### src/design/rhbp_pkg.sv
// Shared types, codes and tables for the HTTP request byte parser.
`default_nettype none
package rhbp_pkg;

    localparam int MAX_METHOD_LETTERS = 7;
    localparam int METHOD_LEN_W       = $clog2(MAX_METHOD_LETTERS + 2);
    localparam int METHOD_COUNT       = 9;
    localparam int TABLE_CHARS        = 8;
    localparam int KEY_LEN            = 14;
    localparam int KEY_POS_W          = $clog2(KEY_LEN + 1);

    localparam logic [30:0] INT_TOP = 31'h7FFF_FFFF;

    // byte classes
    localparam logic [3:0] CLS_METHOD     = 4'd0;
    localparam logic [3:0] CLS_METHOD_END = 4'd1;
    localparam logic [3:0] CLS_URI        = 4'd2;
    localparam logic [3:0] CLS_URI_END    = 4'd3;
    localparam logic [3:0] CLS_VERSION    = 4'd4;
    localparam logic [3:0] CLS_LINE_END   = 4'd5;
    localparam logic [3:0] CLS_KEY        = 4'd6;
    localparam logic [3:0] CLS_COLON      = 4'd7;
    localparam logic [3:0] CLS_VALUE      = 4'd8;
    localparam logic [3:0] CLS_HDR_END    = 4'd9;
    localparam logic [3:0] CLS_BODY       = 4'd10;
    localparam logic [3:0] CLS_IGNORED    = 4'd11;

    // error causes
    localparam logic [1:0] ERR_NONE       = 2'd0;
    localparam logic [1:0] ERR_METHOD     = 2'd1;
    localparam logic [1:0] ERR_LINE_END   = 2'd2;
    localparam logic [1:0] ERR_LENGTH     = 2'd3;

    // method code before a name has matched
    localparam logic [3:0] METHOD_NONE    = 4'd0;

    // scan phases of a Content-Length value
    localparam logic [1:0] SCAN_BLANKS    = 2'd0;
    localparam logic [1:0] SCAN_SIGN      = 2'd1;
    localparam logic [1:0] SCAN_DIGITS    = 2'd2;
    localparam logic [1:0] SCAN_STOPPED   = 2'd3;

    // special characters
    localparam logic [7:0] CHAR_CR    = 8'h0D;
    localparam logic [7:0] CHAR_LF    = 8'h0A;
    localparam logic [7:0] CHAR_COLON = 8'h3A;
    localparam logic [7:0] CHAR_SPACE = 8'h20;
    localparam logic [7:0] CHAR_TAB   = 8'h09;
    localparam logic [7:0] CHAR_PLUS  = 8'h2B;
    localparam logic [7:0] CHAR_MINUS = 8'h2D;
    localparam logic [7:0] CHAR_ZERO  = 8'h30;
    localparam logic [7:0] CHAR_NINE  = 8'h39;

    localparam logic [7:0] METHOD_TABLE [METHOD_COUNT][TABLE_CHARS] = '{
        '{"G", "E", "T", 8'h00, 8'h00, 8'h00, 8'h00, 8'h00},
        '{"P", "O", "S", "T", 8'h00, 8'h00, 8'h00, 8'h00},
        '{"P", "U", "T", 8'h00, 8'h00, 8'h00, 8'h00, 8'h00},
        '{"D", "E", "L", "E", "T", "E", 8'h00, 8'h00},
        '{"H", "E", "A", "D", 8'h00, 8'h00, 8'h00, 8'h00},
        '{"O", "P", "T", "I", "O", "N", "S", 8'h00},
        '{"P", "A", "T", "C", "H", 8'h00, 8'h00, 8'h00},
        '{"T", "R", "A", "C", "E", 8'h00, 8'h00, 8'h00},
        '{"C", "O", "N", "N", "E", "C", "T", 8'h00}
    };

    localparam logic [3:0] METHOD_LEN [METHOD_COUNT] = '{
        4'd3, 4'd4, 4'd3, 4'd6, 4'd4, 4'd7, 4'd5, 4'd5, 4'd7
    };

    localparam logic [7:0] LENGTH_KEY [KEY_LEN] = '{
        "C", "o", "n", "t", "e", "n", "t", "-", "L", "e", "n", "g", "t", "h"
    };

    typedef struct packed {
        logic [3:0]  byte_class;
        logic [3:0]  method_code;
        logic        request_done;
        logic        parse_error;
        logic [1:0]  error_cause;
        logic [30:0] body_remaining;
    } rhbp_result_t;

    // letter i of method m, zero beyond the stored table width
    function automatic logic [7:0] method_char(input int m, input int i);
        logic [7:0] ch;
        ch = 8'h00;
        if (i < TABLE_CHARS)
        begin
            ch = METHOD_TABLE[m[3:0]][i[2:0]];
        end
        return ch;
    endfunction

endpackage
`default_nettype wire

### src/design/rhbp_byte_if.sv
// Valid/ready channel carrying one request byte per transaction.
`default_nettype none
interface rhbp_byte_if;
    logic       valid;
    logic       ready;
    logic [7:0] data_byte;

    modport source (output valid, output data_byte, input ready);
    modport sink   (input valid, input data_byte, output ready);
endinterface
`default_nettype wire

### src/design/rhbp_result_if.sv
// Valid/ready channel carrying one parse result per transaction.
`default_nettype none
interface rhbp_result_if;
    logic        valid;
    logic        ready;
    logic [3:0]  byte_class;
    logic [3:0]  method_code;
    logic        request_done;
    logic        parse_error;
    logic [1:0]  error_cause;
    logic [30:0] body_remaining;

    modport source (output valid, output byte_class, output method_code,
                    output request_done, output parse_error, output error_cause,
                    output body_remaining, input ready);
    modport sink   (input valid, input byte_class, input method_code,
                    input request_done, input parse_error, input error_cause,
                    input body_remaining, output ready);
endinterface
`default_nettype wire

### src/design/rhbp_method_lookup.sv
// Matches the collected method letters against the standard method table.
`default_nettype none
module rhbp_method_lookup
    import rhbp_pkg::*;
(
    input  wire logic [MAX_METHOD_LETTERS-1:0][7:0] letters,
    input  wire logic [METHOD_LEN_W-1:0]            length,
    output logic      [3:0]                         code
);

    always_comb
    begin
        logic same;
        code = METHOD_NONE;
        // walk backwards so the first table entry wins
        for (int m = METHOD_COUNT - 1; m >= 0; m--)
        begin
            same = (int'(length) == int'(METHOD_LEN[m]))
                && (int'(METHOD_LEN[m]) <= MAX_METHOD_LETTERS);
            for (int i = 0; i < MAX_METHOD_LETTERS; i++)
            begin
                if ((i < int'(METHOD_LEN[m])) && (letters[i] != method_char(m, i)))
                begin
                    same = 1'b0;
                end
            end
            if (same)
            begin
                code = 4'(m + 1);
            end
        end
    end

endmodule
`default_nettype wire

### src/design/rhbp_value_scan.sv
// Decimal scanner for the Content-Length value: blanks, sign, digits.
`default_nettype none
module rhbp_value_scan
    import rhbp_pkg::*;
(
    input  wire logic [7:0]  c,
    input  wire logic [1:0]  scan_phase,
    input  wire logic        negative,
    input  wire logic        bad,
    input  wire logic [30:0] acc,
    output logic      [1:0]  scan_phase_next,
    output logic             negative_next,
    output logic             bad_next,
    output logic      [30:0] acc_next
);

    logic        digit;
    logic        blank;
    logic        take_digit;
    logic [34:0] sum;

    assign digit = (c >= CHAR_ZERO) && (c <= CHAR_NINE);
    assign blank = (c == CHAR_SPACE) || ((c >= CHAR_TAB) && (c <= CHAR_CR));
    assign sum   = ({4'd0, acc} << 3) + ({4'd0, acc} << 1) + {31'd0, c[3:0]};

    always_comb
    begin
        scan_phase_next = scan_phase;
        negative_next   = negative;
        bad_next        = bad;
        acc_next        = acc;
        take_digit      = 1'b0;
        case (scan_phase)
            SCAN_BLANKS:
            begin
                if (blank)
                begin
                    take_digit = 1'b0;
                end
                else if ((c == CHAR_PLUS) || (c == CHAR_MINUS))
                begin
                    negative_next   = (c == CHAR_MINUS);
                    scan_phase_next = SCAN_SIGN;
                end
                else
                begin
                    scan_phase_next = digit ? SCAN_DIGITS : SCAN_STOPPED;
                    take_digit      = digit;
                end
            end
            SCAN_SIGN:
            begin
                scan_phase_next = digit ? SCAN_DIGITS : SCAN_STOPPED;
                take_digit      = digit;
            end
            SCAN_DIGITS:
            begin
                if (digit)
                begin
                    take_digit = 1'b1;
                end
                else
                begin
                    scan_phase_next = SCAN_STOPPED;
                end
            end
            default:
            begin
                take_digit = 1'b0;
            end
        endcase

        if (take_digit)
        begin
            // clamp on overflow and mark the value bad
            if (sum > {4'd0, INT_TOP})
            begin
                bad_next = 1'b1;
                acc_next = INT_TOP;
            end
            else
            begin
                acc_next = sum[30:0];
            end
            if (negative_next && (acc_next != 31'd0))
            begin
                bad_next = 1'b1;
            end
        end
    end

endmodule
`default_nettype wire

### src/design/rhbp_parser.sv
// Request phase tracker: holds per-request state and computes each byte's result.
`default_nettype none
module rhbp_parser
    import rhbp_pkg::*;
(
    input  wire logic         clk,
    input  wire logic         rst_n,
    input  wire logic         accept,
    input  wire logic [7:0]   data_byte,
    output rhbp_result_t      result
);

    localparam logic [3:0] PH_START   = 4'd0;
    localparam logic [3:0] PH_METHOD  = 4'd1;
    localparam logic [3:0] PH_URI     = 4'd2;
    localparam logic [3:0] PH_VERSION = 4'd3;
    localparam logic [3:0] PH_CRLF    = 4'd4;
    localparam logic [3:0] PH_KEY     = 4'd5;
    localparam logic [3:0] PH_VALUE   = 4'd6;
    localparam logic [3:0] PH_EMPTY   = 4'd7;
    localparam logic [3:0] PH_BODY    = 4'd8;
    localparam logic [3:0] PH_DONE    = 4'd9;
    localparam logic [3:0] PH_ERROR   = 4'd10;

    logic [3:0]                         phase_reg, phase_next, cur_phase;
    logic [MAX_METHOD_LETTERS-1:0][7:0] letters_reg, letters_next, cur_letters;
    logic [METHOD_LEN_W-1:0]            mlen_reg, mlen_next, cur_mlen;
    logic [3:0]                         method_id_reg, method_id_next, cur_method_id;
    logic [KEY_POS_W-1:0]               kpos_reg, kpos_next, cur_kpos;
    logic                               mismatch_reg, mismatch_next, cur_mismatch;
    logic [30:0]                        acc_reg, acc_next, cur_acc;
    logic [1:0]                         scan_reg, scan_next, cur_scan;
    logic                               neg_reg, neg_next, cur_neg;
    logic                               bad_reg, bad_next, cur_bad;
    logic                               seen_reg, seen_next, cur_seen;
    logic [30:0]                        latched_reg, latched_next, cur_latched;
    logic                               invalid_reg, invalid_next, cur_invalid;
    logic [30:0]                        remaining_reg, remaining_next, cur_remaining;
    logic [1:0]                         reason_reg, reason_next;

    logic        start;
    logic [3:0]  lookup_code;
    logic [1:0]  sc_phase;
    logic        sc_neg;
    logic        sc_bad;
    logic [30:0] sc_acc;
    logic [3:0]  cls;
    logic        done;

    // a new request starts from cleared state
    assign start         = (phase_reg == PH_START) || (phase_reg == PH_DONE);
    assign cur_phase     = start ? PH_METHOD : phase_reg;
    assign cur_letters   = start ? '0 : letters_reg;
    assign cur_mlen      = start ? '0 : mlen_reg;
    assign cur_method_id = start ? METHOD_NONE : method_id_reg;
    assign cur_kpos      = start ? '0 : kpos_reg;
    assign cur_mismatch  = start ? 1'b0 : mismatch_reg;
    assign cur_acc       = start ? 31'd0 : acc_reg;
    assign cur_scan      = start ? SCAN_BLANKS : scan_reg;
    assign cur_neg       = start ? 1'b0 : neg_reg;
    assign cur_bad       = start ? 1'b0 : bad_reg;
    assign cur_seen      = start ? 1'b0 : seen_reg;
    assign cur_latched   = start ? 31'd0 : latched_reg;
    assign cur_invalid   = start ? 1'b0 : invalid_reg;
    assign cur_remaining = start ? 31'd0 : remaining_reg;

    rhbp_method_lookup u_lookup (
        .letters (cur_letters),
        .length  (cur_mlen),
        .code    (lookup_code)
    );

    rhbp_value_scan u_scan (
        .c               (data_byte),
        .scan_phase      (cur_scan),
        .negative        (cur_neg),
        .bad             (cur_bad),
        .acc             (cur_acc),
        .scan_phase_next (sc_phase),
        .negative_next   (sc_neg),
        .bad_next        (sc_bad),
        .acc_next        (sc_acc)
    );

    always_comb
    begin
        phase_next     = cur_phase;
        letters_next   = cur_letters;
        mlen_next      = cur_mlen;
        method_id_next = cur_method_id;
        kpos_next      = cur_kpos;
        mismatch_next  = cur_mismatch;
        acc_next       = cur_acc;
        scan_next      = cur_scan;
        neg_next       = cur_neg;
        bad_next       = cur_bad;
        seen_next      = cur_seen;
        latched_next   = cur_latched;
        invalid_next   = cur_invalid;
        remaining_next = cur_remaining;
        reason_next    = reason_reg;
        cls            = CLS_IGNORED;
        done           = 1'b0;

        case (cur_phase)
            PH_METHOD:
            begin
                if (data_byte == CHAR_SPACE)
                begin
                    method_id_next = lookup_code;
                    if (lookup_code == METHOD_NONE)
                    begin
                        phase_next  = PH_ERROR;
                        reason_next = ERR_METHOD;
                    end
                    else
                    begin
                        cls        = CLS_METHOD_END;
                        phase_next = PH_URI;
                    end
                end
                else
                begin
                    cls = CLS_METHOD;
                    for (int i = 0; i < MAX_METHOD_LETTERS; i++)
                    begin
                        if (int'(cur_mlen) == i)
                        begin
                            letters_next[i] = data_byte;
                        end
                    end
                    // saturate one past the limit so a long name never matches
                    if (cur_mlen <= METHOD_LEN_W'(MAX_METHOD_LETTERS))
                    begin
                        mlen_next = cur_mlen + 1'b1;
                    end
                end
            end
            PH_URI:
            begin
                if (data_byte == CHAR_SPACE)
                begin
                    cls        = CLS_URI_END;
                    phase_next = PH_VERSION;
                end
                else
                begin
                    cls = CLS_URI;
                end
            end
            PH_VERSION:
            begin
                if (data_byte == CHAR_CR)
                begin
                    cls        = CLS_LINE_END;
                    phase_next = PH_CRLF;
                end
                else
                begin
                    cls = CLS_VERSION;
                end
            end
            PH_CRLF:
            begin
                if (data_byte == CHAR_LF)
                begin
                    cls        = CLS_LINE_END;
                    phase_next = PH_KEY;
                end
                else
                begin
                    phase_next  = PH_ERROR;
                    reason_next = ERR_LINE_END;
                end
            end
            PH_KEY:
            begin
                if (data_byte == CHAR_CR)
                begin
                    if (cur_seen && cur_invalid)
                    begin
                        phase_next  = PH_ERROR;
                        reason_next = ERR_LENGTH;
                    end
                    else
                    begin
                        if (cur_seen)
                        begin
                            remaining_next = cur_latched;
                        end
                        cls        = CLS_HDR_END;
                        phase_next = PH_EMPTY;
                    end
                end
                else if (data_byte == CHAR_COLON)
                begin
                    cls        = CLS_COLON;
                    phase_next = PH_VALUE;
                end
                else
                begin
                    cls = CLS_KEY;
                    if ((int'(cur_kpos) < KEY_LEN)
                        && (data_byte == LENGTH_KEY[cur_kpos[KEY_POS_W-1:0]]))
                    begin
                        kpos_next = cur_kpos + 1'b1;
                    end
                    else
                    begin
                        mismatch_next = 1'b1;
                    end
                end
            end
            PH_VALUE:
            begin
                if (data_byte == CHAR_CR)
                begin
                    cls = CLS_LINE_END;
                    if (!cur_mismatch && (int'(cur_kpos) == KEY_LEN))
                    begin
                        seen_next    = 1'b1;
                        latched_next = cur_acc;
                        invalid_next = cur_bad || (cur_scan < SCAN_DIGITS);
                    end
                    kpos_next     = '0;
                    mismatch_next = 1'b0;
                    acc_next      = 31'd0;
                    scan_next     = SCAN_BLANKS;
                    neg_next      = 1'b0;
                    bad_next      = 1'b0;
                    phase_next    = PH_CRLF;
                end
                else
                begin
                    cls       = CLS_VALUE;
                    scan_next = sc_phase;
                    neg_next  = sc_neg;
                    bad_next  = sc_bad;
                    acc_next  = sc_acc;
                end
            end
            PH_EMPTY:
            begin
                if (data_byte != CHAR_LF)
                begin
                    phase_next  = PH_ERROR;
                    reason_next = ERR_LINE_END;
                end
                else
                begin
                    cls = CLS_HDR_END;
                    if (cur_remaining == 31'd0)
                    begin
                        done       = 1'b1;
                        phase_next = PH_DONE;
                    end
                    else
                    begin
                        phase_next = PH_BODY;
                    end
                end
            end
            PH_BODY:
            begin
                cls = CLS_BODY;
                if (cur_remaining != 31'd0)
                begin
                    remaining_next = cur_remaining - 31'd1;
                end
                if (remaining_next == 31'd0)
                begin
                    done       = 1'b1;
                    phase_next = PH_DONE;
                end
            end
            default:
            begin
                phase_next = PH_ERROR;
            end
        endcase
    end

    always_comb
    begin
        result.byte_class     = cls;
        result.method_code    = method_id_next;
        result.request_done   = done;
        result.parse_error    = (phase_next == PH_ERROR);
        result.error_cause    = reason_next;
        result.body_remaining = remaining_next;
    end

    always_ff @(posedge clk or negedge rst_n)
    begin
        if (!rst_n)
        begin
            phase_reg     <= PH_START;
            letters_reg   <= '0;
            mlen_reg      <= '0;
            method_id_reg <= METHOD_NONE;
            kpos_reg      <= '0;
            mismatch_reg  <= 1'b0;
            acc_reg       <= 31'd0;
            scan_reg      <= SCAN_BLANKS;
            neg_reg       <= 1'b0;
            bad_reg       <= 1'b0;
            seen_reg      <= 1'b0;
            latched_reg   <= 31'd0;
            invalid_reg   <= 1'b0;
            remaining_reg <= 31'd0;
            reason_reg    <= ERR_NONE;
        end
        else if (accept)
        begin
            phase_reg     <= phase_next;
            letters_reg   <= letters_next;
            mlen_reg      <= mlen_next;
            method_id_reg <= method_id_next;
            kpos_reg      <= kpos_next;
            mismatch_reg  <= mismatch_next;
            acc_reg       <= acc_next;
            scan_reg      <= scan_next;
            neg_reg       <= neg_next;
            bad_reg       <= bad_next;
            seen_reg      <= seen_next;
            latched_reg   <= latched_next;
            invalid_reg   <= invalid_next;
            remaining_reg <= remaining_next;
            reason_reg    <= reason_next;
        end
    end

    // an error freezes the phase, cause and remaining count
    a_error_sticky: assert property (@(posedge clk) disable iff (!rst_n)
        accept && (phase_reg == PH_ERROR)
        |=> (phase_reg == PH_ERROR) && $stable(reason_reg) && $stable(remaining_reg))
        else $error("error state left or changed");

    // a completed request parks in the done phase
    a_done_phase: assert property (@(posedge clk) disable iff (!rst_n)
        accept && result.request_done |=> (phase_reg == PH_DONE))
        else $error("request_done without done phase");

    // cause is set exactly when the parser sits in the error phase
    a_cause_matches: assert property (@(posedge clk) disable iff (!rst_n)
        accept |=> ((phase_reg == PH_ERROR) == (reason_reg != ERR_NONE)))
        else $error("error cause out of step with error phase");

endmodule
`default_nettype wire

### src/design/http_request_byte_parser_top.sv
// Top level of the HTTP request byte parser: channels and result register.
// Usage:
//   request : byte channel, one request byte per transaction (valid/ready).
//   result  : one result per accepted byte, carrying the byte class, the method
//             code, request_done, the sticky parse_error with its cause, and
//             the number of body bytes still expected.
// Timing:
//   Each byte is parsed in the cycle it is accepted; its result is registered
//   and shown on result in the next cycle. Throughput is one byte per cycle
//   while result is not held back, set by the single pass through the phase
//   logic and the Content-Length multiply-by-ten ahead of the result register.
// Reset:
//   rst_n clears the parser to the start of a request with no error and the
//   result register to empty. The first byte after reset starts a request.
// Stalls:
//   While result is held back, the registered result waits; request.ready
//   stays high as long as the waiting result is taken in the same cycle, so
//   a new byte still enters whenever the result register frees up.
//   After an error every result is tagged ignored until the next reset.
`default_nettype none
module http_request_byte_parser_top
    import rhbp_pkg::*;
(
    input  wire logic     clk,
    input  wire logic     rst_n,
    rhbp_byte_if.sink     request,
    rhbp_result_if.source result
);

    logic         accept;
    logic         out_valid_reg;
    rhbp_result_t out_data_reg;
    rhbp_result_t parsed;

    // accept when the result register is empty or being drained this cycle
    assign request.ready = !out_valid_reg || result.ready;
    assign accept        = request.valid && request.ready;

    rhbp_parser u_parser (
        .clk       (clk),
        .rst_n     (rst_n),
        .accept    (accept),
        .data_byte (request.data_byte),
        .result    (parsed)
    );

    always_ff @(posedge clk or negedge rst_n)
    begin
        if (!rst_n)
        begin
            out_valid_reg <= 1'b0;
        end
        else if (request.ready)
        begin
            out_valid_reg <= request.valid;
        end
    end

    // payload needs no reset; load only with a new transaction
    always_ff @(posedge clk)
    begin
        if (accept)
        begin
            out_data_reg <= parsed;
        end
    end

    assign result.valid          = out_valid_reg;
    assign result.byte_class     = out_data_reg.byte_class;
    assign result.method_code    = out_data_reg.method_code;
    assign result.request_done   = out_data_reg.request_done;
    assign result.parse_error    = out_data_reg.parse_error;
    assign result.error_cause    = out_data_reg.error_cause;
    assign result.body_remaining = out_data_reg.body_remaining;

    // input only backs off when a result is waiting and not taken
    a_ready_backpressure: assert property (@(posedge clk) disable iff (!rst_n)
        !request.ready |-> (result.valid && !result.ready))
        else $error("request stalled without a waiting result");

    // once an error is reported, every later result reports it too
    a_error_reported_sticky: assert property (@(posedge clk) disable iff (!rst_n)
        result.valid && result.ready && result.parse_error
        |=> !result.valid || result.parse_error)
        else $error("parse_error dropped before reset");

    // an errored result is ignored and never completes a request
    a_error_result_ignored: assert property (@(posedge clk) disable iff (!rst_n)
        accept && parsed.parse_error
        |=> (out_data_reg.byte_class == CLS_IGNORED) && !out_data_reg.request_done)
        else $error("errored byte not tagged ignored");

endmodule
`default_nettype wire
### src/flat_wrapper.sv
// flat-port wrapper written by rule: the top's interface ports become plain ports
module http_request_byte_parser_top_flat import rhbp_pkg::*;
  (clk, rst_n, request_valid, request_data_byte, request_ready, result_valid, result_byte_class, result_method_code, result_request_done, result_parse_error, result_error_cause, result_body_remaining, result_ready);
  rhbp_byte_if request_i ();
  rhbp_result_if result_i ();
  input  wire logic clk;
  input  wire logic rst_n;
  input wire logic [$bits(request_i.valid)-1:0] request_valid;
  input wire logic [$bits(request_i.data_byte)-1:0] request_data_byte;
  output wire logic [$bits(request_i.ready)-1:0] request_ready;
  output wire logic [$bits(result_i.valid)-1:0] result_valid;
  output wire logic [$bits(result_i.byte_class)-1:0] result_byte_class;
  output wire logic [$bits(result_i.method_code)-1:0] result_method_code;
  output wire logic [$bits(result_i.request_done)-1:0] result_request_done;
  output wire logic [$bits(result_i.parse_error)-1:0] result_parse_error;
  output wire logic [$bits(result_i.error_cause)-1:0] result_error_cause;
  output wire logic [$bits(result_i.body_remaining)-1:0] result_body_remaining;
  input wire logic [$bits(result_i.ready)-1:0] result_ready;
  assign request_i.valid = request_valid;
  assign request_i.data_byte = request_data_byte;
  assign request_ready = request_i.ready;
  assign result_valid = result_i.valid;
  assign result_byte_class = result_i.byte_class;
  assign result_method_code = result_i.method_code;
  assign result_request_done = result_i.request_done;
  assign result_parse_error = result_i.parse_error;
  assign result_error_cause = result_i.error_cause;
  assign result_body_remaining = result_i.body_remaining;
  assign result_i.ready = result_ready;
  http_request_byte_parser_top u_core (.clk(clk), .rst_n(rst_n), .request(request_i), .result(result_i));
endmodule
### config.mk
export PLATFORM = sky130hd
export DESIGN_NAME = http_request_byte_parser_top_flat
export DESIGN_NICKNAME = d
export VERILOG_FILES = /design/src/design/rhbp_pkg.sv /design/src/design/rhbp_byte_if.sv /design/src/design/rhbp_result_if.sv /design/src/design/rhbp_method_lookup.sv /design/src/design/rhbp_value_scan.sv /design/src/design/rhbp_parser.sv /design/src/design/http_request_byte_parser_top.sv /design/src/flat_wrapper.sv
export SDC_FILE = /design/constraint.sdc
export NUM_CORES = 1
export LEC_CHECK = 0
export BUFFER_PORTS_ARGS = -buffer_cell sky130_fd_sc_hd__clkbuf_2
export CAP_MARGIN = 20
export CORE_UTILIZATION = 40
export DETAILED_ROUTE_END_ITERATION = 10
export MAX_ROUTING_LAYER = met4
export SLEW_MARGIN = 10
export SYNTH_ARGS = -nofsm -noshare
export SYNTH_HDL_FRONTEND = slang
export SYNTH_SLANG_ARGS = --single-unit
export TNS_END_PERCENT = 5
### constraint.sdc
create_clock -name clk -period 12.9 [get_ports clk]
set_input_delay 0 -clock clk [delete_from_list [all_inputs] [get_ports clk]]
set_output_delay 0 -clock clk [all_outputs]
set_load 0.01 [all_outputs]
# ---- Yosys cells after proc, flatten, opt, wreduce, memory -nomap -nowiden
# Memory sizes are Yosys's and may differ from the RTL's.
# Index checks and enable logic that the tools add are counted.
dict set report classes {
  n_addsub 5
  mul 0
  div_mod_pow 0
  n_lt_le_gt_ge 9
  eq_ne 61
  n_shift 0
  muxes 168
  bitwise_logic 1
  reduce_logical 23
}
# op n
set op_table {}
lappend op_table {{31-bit two-way mux} 16}
lappend op_table {{8-bit by 7-bit != test with 1-bit output, second input constant} 33}
lappend op_table {{56-bit two-way mux} 3}
lappend op_table {{4-bit two-way mux} 36}
lappend op_table {{1-bit two-way mux} 80}
lappend op_table {{8-bit two-way mux} 9}
lappend op_table {{31-bit logical NOT} 2}
lappend op_table {{31-bit case mux with 2 select lines} 1}
lappend op_table {{31-bit nonzero test} 2}
lappend op_table {{34-bit by 32-bit adder with 35-bit output} 1}
lappend op_table {{35-bit by 4-bit adder with 35-bit output} 1}
lappend op_table {{35-bit by 31-bit greater-than comparator with 1-bit output, second input constant} 1}
lappend op_table {{8-bit by 6-bit == test with 1-bit output, second input constant} 4}
lappend op_table {{4-bit case mux with 8 select lines} 1}
lappend op_table {{31-bit by 1-bit subtractor with 31-bit output, second input constant} 1}
lappend op_table {{2-bit two-way mux} 15}
lappend op_table {{4-bit == test, second input constant} 7}
lappend op_table {{4-bit case mux with 7 select lines} 1}
lappend op_table {{4-bit by 3-bit == test with 1-bit output, second input constant} 6}
lappend op_table {{4-bit by 2-bit == test with 1-bit output, second input constant} 4}
lappend op_table {{8-bit by 4-bit == test with 1-bit output, second input constant} 2}
lappend op_table {{4-bit logical NOT} 3}
lappend op_table {{4-bit by 1-bit adder with 4-bit output, second input constant} 2}
lappend op_table {{8-bit == test} 1}
lappend op_table {{23 further kinds} 35}
dict set report totals {
  regBits 218
  latch_bits 0
  mem_bits_rw 0
  romBits 128
  input_bits 12
  output_inout_bits 45
  elab_cells 296
  mem_count 1
}
# name words width rd rd_clocked_by_memory_dff write_ports line_no
set mem_list {}
lappend mem_list {{(no name shown)} 16 8 1 0 0 rhbp_parser.sv:204} ;# && (data_byte == LENGTH_KEY[cur_kpos[KEY_POS_W-1:0]]))

# ---- Longest topological paths before layout
# Gate-level depths: netlist of run 1.
dict set report depth {
  ltp_word 25
  ltp_mapped 24
  mapped_depth_nobuf 17
}

# ---- Hierarchy
# A second synthesis of run 1 with hierarchy kept.
dict set report unflattened {
  hier_cells 1621
  area_unflattened_um2 14916.8
}
# mod n_inst cells_per_inst area_per_inst_um2 seq_area_each_um2
set by_module_without_submodules {}
lappend by_module_without_submodules {rhbp_parser 1 1028 9795.6 4354.2}
lappend by_module_without_submodules {rhbp_value_scan 1 463 3150.5 0.0}
lappend by_module_without_submodules {http_request_byte_parser_top 1 47 1345.0 1316.3}
lappend by_module_without_submodules {rhbp_method_lookup 1 83 625.6 0.0}

# ---- Worst setup path after synthesis of run 1
# No wires, ideal clock.
dict set report synth_path {
  path_type {register -> register}
  start {reg u_core.u_parser.phase_reg[2]}
  end {reg u_core.u_parser.acc_reg[21]}
  setup_ps 122
  arrival_time_ps 5228
  path_slack_ps 7550
  stages_incl_launch_ff 24
  path_buffers 8
  period_less_slack_ps 5350
  cell_sequence {dfrtp_1 clkbuf_1 nor2_1 nand2_1 clkbuf_1 buf_2 clkbuf_1 clkbuf_1 clkbuf_1 nand2_1 inv_1 ha_1 ha_1 buf_2 a21o_1 a21oi_1 nor2b_1 a311oi_1 mux2_2 a311o_1 a311oi_2 buf_2 o2111ai_1 a32o_1}
}
dict set report synth_via {
  elab_chain_len 11
}
# element line_no
set synth_rtl {}
lappend synth_rtl {{from (decl)} rhbp_parser.sv:25} ;# logic [3:0] phase_reg, phase_next, cur_phase;
lappend synth_rtl {{from (signal assigned)} rhbp_parser.sv:315} ;# phase_reg <= phase_next;
lappend synth_rtl {{4-bit == test or 4-bit logical NOT (tied branches)} rhbp_parser.sv:51} ;# assign start = (phase_reg == PH_START) || (phase_reg == PH_DONE);
lappend synth_rtl {{1-bit logical OR} rhbp_parser.sv:51}
lappend synth_rtl {{31-bit two-way mux} rhbp_parser.sv:58} ;# assign cur_acc = start ? 31'd0 : acc_reg;
lappend synth_rtl {{34-bit by 32-bit adder with 35-bit output} rhbp_value_scan.sv:24} ;# assign sum = ({4'd0, acc} << 3) + ({4'd0, acc} << 1) + {31'd0, c[3:0]};
lappend synth_rtl {{35-bit by 4-bit adder with 35-bit output} rhbp_value_scan.sv:24}
lappend synth_rtl {{35-bit by 31-bit greater-than comparator with 1-bit output} rhbp_value_scan.sv:76} ;# if (sum > {4'd0, INT_TOP})
lappend synth_rtl {{31-bit two-way mux} rhbp_value_scan.sv:76}
lappend synth_rtl {{31-bit two-way mux (2 in a row)} rhbp_value_scan.sv:73} ;# if (take_digit)
lappend synth_rtl {{31-bit two-way mux} rhbp_parser.sv:216} ;# if (data_byte == CHAR_CR)
lappend synth_rtl {{31-bit two-way mux *} rhbp_parser.sv:105} ;# case (cur_phase)
lappend synth_rtl {{to (signal assigned)} rhbp_parser.sv:321} ;# acc_reg <= acc_next;
lappend synth_rtl {{to (decl)} rhbp_parser.sv:31} ;# logic [30:0] acc_reg, acc_next, cur_acc;
# Every way passes the cells marked *; elsewhere a longest branch is shown, timed or not. The select of a mux whose other input is x is not followed.
# A chain may end at the register's enable or synchronous reset.

# ---- Final worst setup path of run 1
dict set report layout_path {
  start {reg u_core.u_parser.phase_reg[0]}
  end {reg u_core.u_parser.acc_reg[21]}
}
# Same word-level chain as after synthesis.

==> results of run 1 <==
==> through the flow <==
stage,total power (uW),util [%]
detailed placement,1810,42.4
finish,2500,44.7
floorplan,1550,-
CTS,2500,44.7
global placement,1810,42.4
global route,2630,44.7
==> power groups by stage <==
stage	clock, uW	combinational [uW]	sequential, uW
floorplan	0	609	944
global placement	0	805	1000
detailed placement	0	809	1000
CTS	697	812	993
global route	719	897	1020
finish	682	823	1000
==> cells by family after synthesis <==
group                      share of synthesized area (%)
AOI/OAI and AO/OA                                   23.5
xor gates and xnor gates                            1.93
adders and majority gates                           6.66
buffers and inverters                               4.77
DFF                                                 37.9
muxes                                               1.47
and+or+nand+nor                                     23.8
==> layout by cell type (no fill, tap or decap), drive strengths merged, types with 11 or more instances in the layout <==
cell      n
edfxtp   43
a32oi    11
nand2b   12
a21o     21
nand4    42
a22oi    13
o21ai   100
a21oi   133
nand2   242
dfrtp   175
mux2i    13
nor3     50
xnor2    19
or3      16
a31oi    25
a22o     73
buf      20
o31ai    12
ha       78
nor4     25
and2     11
nor2b    15
inv      66
clkbuf   90
nand3    51
and3     21
xor2     14
nor2    170
a211oi   11
o211ai   19
==> synth_stat cells, types with 22 or more instances <==
| cell | number | area [um^2] |
|---|---|---|
| nand2_1 | 242 | 908 |
| dfrtp_1 | 175 | 4380 |
| nor2_1 | 170 | 638 |
| a21oi_1 | 133 | 666 |
| o21ai_0 | 96 | 480 |
| clkbuf_1 | 79 | 297 |
| ha_1 | 78 | 976 |
| a22o_1 | 73 | 639 |
| inv_1 | 65 | 244 |
| nand3_1 | 51 | 255 |
| nor3_1 | 48 | 240 |
| edfxtp_1 | 43 | 1290 |
| nand4_1 | 42 | 263 |
| a31oi_1 | 25 | 156 |
| buf_2 | 23 | 115 |
| nor4_1 | 22 | 138 |
==> layer usage <==
metal / vias up / GRT usage [%]
met3: 62 / 2.28
li1: 6545 / -
met1: 6701 / 38.8
met4: 0 / 5.69
met5: - / -
met2: 486 / 36.4
==> path summary, 6_finish.rpt <==
kind / slack [ns] / from / end
setup / recovery: 6.83 / u_core.u_parser.phase_reg[0] / u_core.u_parser.acc_reg[21]
hold / removal: 0.04 / rst_n / u_core.u_parser.letters_reg[38]
setup reg to reg: 6.83 / u_core.u_parser.phase_reg[0] / u_core.u_parser.acc_reg[21]
hold reg to reg: 0.47 / u_core.u_parser.scan_reg[1] / u_core.u_parser.scan_reg[1]
max in group asynchronous: 10.98 / rst_n / u_core.u_parser.remaining_reg[0]
min in group clk: 0.06 / request_data_byte[4] / u_core.u_parser.letters_reg[20]
==> cell type report <==
cell class	instances	area (um^2)	area share, %
Inverter	65	246	1.50
Timing Repair Buffer	81	489	2.98
Multi-Input combinational cell	1370	8630	52.6
Clock buffer	35	703	4.29
Clock inverter	8	71.3	0.435
Tap cell	468	586	3.57
Sequential cell	218	5670	34.6
==> critical path, stage by stage, from the launching register on <==
cell       delay (ns)
dfrtp_1          0.77
xnor2_1          0.28
nand2_4          0.49
buf_4            0.65
nand2_1          0.18
inv_1            0.16
ha_1             0.25
ha_1             0.47
a21o_1           0.16
a21oi_1          0.10
nor2b_1          0.16
a311oi_1         0.36
mux2_2           0.38
a311o_1          0.37
a311oi_4         0.26
buf_4            0.38
o2111ai_1        0.18
a32o_1           0.28
==> repair_timing <==
item                                   4_1_cts  5_1_grt
setup endpoints to repair                    0        0
resized for setup                            0        0
hold buffers                                 6        0
endpoints found under the hold margin       77        0
==> flow_summary.yaml, run 1 <==
status:
  status: "completed"
synthesis:
  syn_area_per_cell_um2: 8.47
  synth_cell_type_count: 88
  synthesis.nets: 1856
  synth_seq_cells: 218
  ys_warn_count: 0
  async_flop_share_pct: 80.3
  synth-seq-area-share_pct: 37.9
  synth_edf_count: 43
  synth_cells: 1765
  synth-main-ff-cell: "dfrtp_1"
  synth_area_um2: 15000
global_route:
  antenna_found_initial: 0
  grt_overflow: 0
  grt_use_total_pct: 25.5
  grt_first_pass_wirelength_mm: 76.0
  grt_pass1_vias: 13000
  grt_max_degree: 72
final_layout:
  insertedDiodeCount: 0
  nNetsFinal: 1851
  layoutNonFillerInstCount: 2245
  fillers: 3619
  layout-drive-gt1-share_pct: 8.16
  design_area_um2: 16400
  syn2layout_area_growth_pct: 9.62
  largest_register_ffs: 56
cts:
  root_buffer: "clkbuf_16"
  h-tree-depth: 1
  clock_latency_ns: 0.54
  cts_buffers: 24
  clock_sinks: 218
  clockBufferDepth: 3
  path_clk_slew_ns: 0.07
  cts_setup_buffers: 0
  tritoncts: "built"
sta:
  tns_ns: 0
  slew_viol_final: 0
  fin_worst_skew_ns: 0.0127
  finalHoldViolCount: 0
  maxSlewHeadroom_pct: 26.5
  setup_viol: 0
  min_period_ns: 6.07
  fin_hold_ws_ns: 0.0374
  worst_pin_slew_ns: 1.10
  fmax_ghz: 0.165
  layout_worst_path_cycle_share_pct: 47.0
  fin_ws_ns: 6.83
  rsz0062_at_grt: "false"
floorplanning:
  num_rows: 70
  start_util_pct: 40.8
  fp.dieH_um: 195
  ios: 57
  die_area_um2: 38200
  core_area_um2: 36700
  die_width_um: 195
hold_path:
  hold_class: "primary input to async pin"
placement:
  dp.cells: 2196
  place.detailed.hpwl_mm: 33.4
  gp_congestion: 0.994
  placed_area_um2: 15600
  numPortBuffers: 56
  place_ws_ns: 6.91
route:
  drtIter0Drc: 1310
  wl_met3_mm: 2.94
  num_vias: 13800
  firstDrtPassIters: 5
  wl_met2_mm: 20.0
  wl_per_cell_um: 21.0
  top_layer: "met4"
  wl_met1_mm: 23.2
  postRouteAntennaNets: 0
  via_per_inst: 6.14
  wl_mm: 47.1
  route.detailed.drc: 0
worst_setup_path:
  arrival_ns: 6.50
  startpoint_type: "register"
  critPathKind: "register to register"
  required_ns: 13.33
  end_kind: "register"
  ff2ff_path_depth: 17
  path_max_fanout: 57
power_and_ir_drop:
  p_clk_share_pct: 27.2
  seqPwrFrac_pct: 39.9
  p_sw_uw: 974
  swShare_pct: 38.9
  p_int_uw: 1530
  combPwrFrac_pct: 32.9
  vdd_ir_drop_max_uv: 88.4
  p_leak_uw: 0.00728
  power_density_nw_per_um2: 153
run:
  cap_violations: 0
(Power assumes the default switching activity.)
==> run 2, diff against run 1 <==
--- a/config.mk
+++ b/config.mk
@@ -5,6 +5,7 @@
 export SDC_FILE = /design/constraint.sdc
 export NUM_CORES = 1
 export LEC_CHECK = 0
+export ABC_AREA = 1
 export BUFFER_PORTS_ARGS = -buffer_cell sky130_fd_sc_hd__clkbuf_2
 export CAP_MARGIN = 20
 export CORE_UTILIZATION = 40
==> constraint.sdc (replaced) <==
create_clock -name clk -period 5.25 [get_ports clk]
set_input_delay 0 -clock clk [delete_from_list [all_inputs] [get_ports clk]]
set_output_delay 0 -clock clk [all_outputs]
set_load 0.01 [all_outputs]
==> run 2 against run 1 <==
Net effect:
- clock power grew to 2.7 times the previous value
- critical path depth up 2
- final area increased by 9.1%
- combinational power rose to 7.0 times the previous value
- first-iteration DRC count down 1.3%
- non-clock buffer count fell by 1
- maximum frequency increased by 31%
- synthesized cell count is 32% higher
- critical endpoint is now u_core.u_parser.acc_reg[25]
- largest cell class unchanged
==> flow_summary.yaml, run 2 <==
status:
  status: "completed"
final_layout:
  final_common_cell: "nand2_1"
  fillers: 4103
  layout-drive-gt1-share_pct: 8.35
  final_cell_mix: "705 x nand2_1, 266 x inv_1, 223 x nor2_1"
  nNetsFinal: 2445
  largest_register_ffs: 56
  finish.utilization_pct: 44.7
  insertedDiodeCount: 0
  syn2layout_area_growth_pct: 9.63
floorplanning:
  ios: 57
  num_rows: 73
  die_area_um2: 41600
  core_area_um2: 40000
  start_util_pct: 40.8
  fp.dieH_um: 204
  die_width_um: 204
hold_path:
  hp-start: "request_valid"
  hold_class: "primary input to register"
global_route:
  antenna_found_initial: 0
  grt_first_pass_wirelength_mm: 82.7
  grt_overflow: 0
  grt_pass1_vias: 14800
  grt_use_total_pct: 25.7
  grt_max_degree: 135
worst_setup_path:
  required_ns: 5.65
  critPathMaxStageDelay_ns: 0.50
  ff2ff_setup_slack_ns: 0.61
  r2r-start: "u_core.u_parser.phase_reg[1]"
  startpoint_type: "register"
  arrival_ns: 5.04
  crit_buf_inv: 3
  crit_start: "u_core.u_parser.phase_reg[1]"
  path_delay_family: "simple AND/OR/NAND/NOR gates"
  crit_path_frequent_cell: "nand2_1"
  path_max_fanout: 32
  cpMaxStageDelayCell: "dfrtp_1"
  crit_chain: "nor2_4, nand3_4, nand2_1, inv_1, ha_1, ha_1, nand2_1, nor2_1, inv_1, nor3_1, a21oi_1, nand3_1, nand2_1, nor2_1, nand2_1, inv_1, nand2_1, o21ai_0, a31oi_1"
  end_kind: "register"
  critPathKind: "register to register"
synthesis:
  async_flop_share_pct: 80.3
  synth-seq-area-share_pct: 34.8
  synth_area_um2: 16300
  synth_top_area_share_pct: 26.8
  synth.area.top_cells: "dfrtp_1 27%, nand2_1 16%, edfxtp_1 7.9%, inv_1 6.1%, ha_1 6.0%"
  synthesis.nets: 2429
  synth_seq_cells: 218
  synth_common_cells: "706 x nand2_1, 266 x inv_1, 223 x nor2_1, 175 x dfrtp_1, 137 x nand3_1"
  synth_cell_type_count: 58
  ys_warn_count: 0
  yosysTopAreaCell: "dfrtp_1"
  synth_cells: 2338
  synth_edf_count: 43
  yosysMostFrequentCell: "nand2_1"
  synth-main-ff-cell: "dfrtp_1"
  syn_area_per_cell_um2: 6.98
sta:
  worst_pin_slew_ns: 0.938
  maxSlewHeadroom_pct: 37.5
  min_period_ns: 4.64
  slew_viol_final: 0
  finalHoldViolCount: 0
  layout_worst_path_cycle_share_pct: 88.5
  setup_viol: 0
  fin_worst_skew_ns: 0.0120
  fmax_ghz: 0.215
  tns_ns: 0
  rsz0062_at_grt: "false"
cts:
  clock_sinks: 218
  clockBufferDepth: 3
  h-tree-depth: 1
  tritoncts: "built"
  cts_setup_buffers: 0
  hold_buffers: 8
  root_buffer: "clkbuf_16"
  clock_latency_ns: 0.54
  cts_buffers: 25
  path_clk_slew_ns: 0.06
  cts_resized: 0
power_and_ir_drop:
  p_leak_uw: 0.00888
  vdd_ir_drop_max_uv: 270
  power_density_nw_per_um2: 554
route:
  firstDrtPassIters: 7
  wl_mm: 51.7
  num_vias: 15700
  via_per_inst: 5.41
  route.detailed.drc: 0
  wl_per_cell_um: 17.9
  postRouteAntennaNets: 0
  drtIter0Drc: 1293
placement:
  place.detailed.hpwl_mm: 37.9
  gp_congestion: 0.946
  numPortBuffers: 56
run:
  cap_violations: 0
## run 2: changes by cell type in the layout (fill, tap and decap cells not counted), moves of 19 or more
cell      change
nor2_1       +54
a22oi_1      +19
a21o_1       -20
o21ai_0      +31
inv_2        +19
nand2_1     +464
nand3_1      +86
a21oi_1      -25
and3_1       -20
a22o_1       -73
inv_1       +202
o21ai_1      +22
o221ai_2     +20
## run 2: where the power goes
group	leakage (uW)	switching (uW)	internal, uW
logic	0.00575	4090	1700
clock network	0.000408	723	1090
registers	0.00271	227	2080
total	0.00888	5040	4880
## run 2: cell families after synthesis
logic type	synth area share [%]
compound gates	16.3
buf+inv	9.73
flops	34.8
fa+ha+maj	6.10
xor+xnor	2.20
simple gates	30.9
## run 2: tightest hold or removal path, delay by kind of cell
kind	cells	cell delay, ns
AND/OR/NAND/NOR	2	0.42
buffers and inverters	1	0.11
## run 2: cell type report
| cell class | instances | area, um^2 | share of cell area [%] |
|---|---|---|---|
| Multi-Input combinational cell | 1743 | 9100 | 50.8 |
| Clock inverter | 12 | 140 | 0.783 |
| Timing Repair Buffer | 80 | 539 | 3.01 |
| Inverter | 286 | 1080 | 6.03 |
| Sequential cell | 218 | 5670 | 31.7 |
| Clock buffer | 33 | 707 | 3.95 |
| Tap cell | 525 | 657 | 3.67 |
## run 2: final timing paths
path,end,cells after the start
max,u_core.u_parser.acc_reg[25],19
min,u_core.result.valid,3
max reg2reg,u_core.u_parser.acc_reg[25],19
min reg2reg,u_core.u_parser.remaining_reg[29],2
max in group asynchronous,u_core.u_parser.latched_reg[8],3
min in group asynchronous,u_core.result.valid,2
## run 2: routing by layer
layer  GRT usage [%]  wire, um  up-vias
li1                -         -     7772
met1            37.9     25600     7401
met2            38.1     22500      427
met3            2.14      2630       67
met4            5.89      1020        0
met5               -         0        -
## run 2: metrics by stage
stage               instance area [um^2]  setup WS [ns]  total power, uW  instances  hold slack (ns)
floorplan                          16300          0.913             6500       2338           -0.296
global placement                   16900          0.656             8000       2842            0.162
detailed placement                 16900          0.626             8030       2842            0.162
CTS                                17800          0.592             9870       2895          0.00876
global route                       17900          0.145            10700       2897           0.0491
finish                             17900          0.606             9910       2897           0.0265
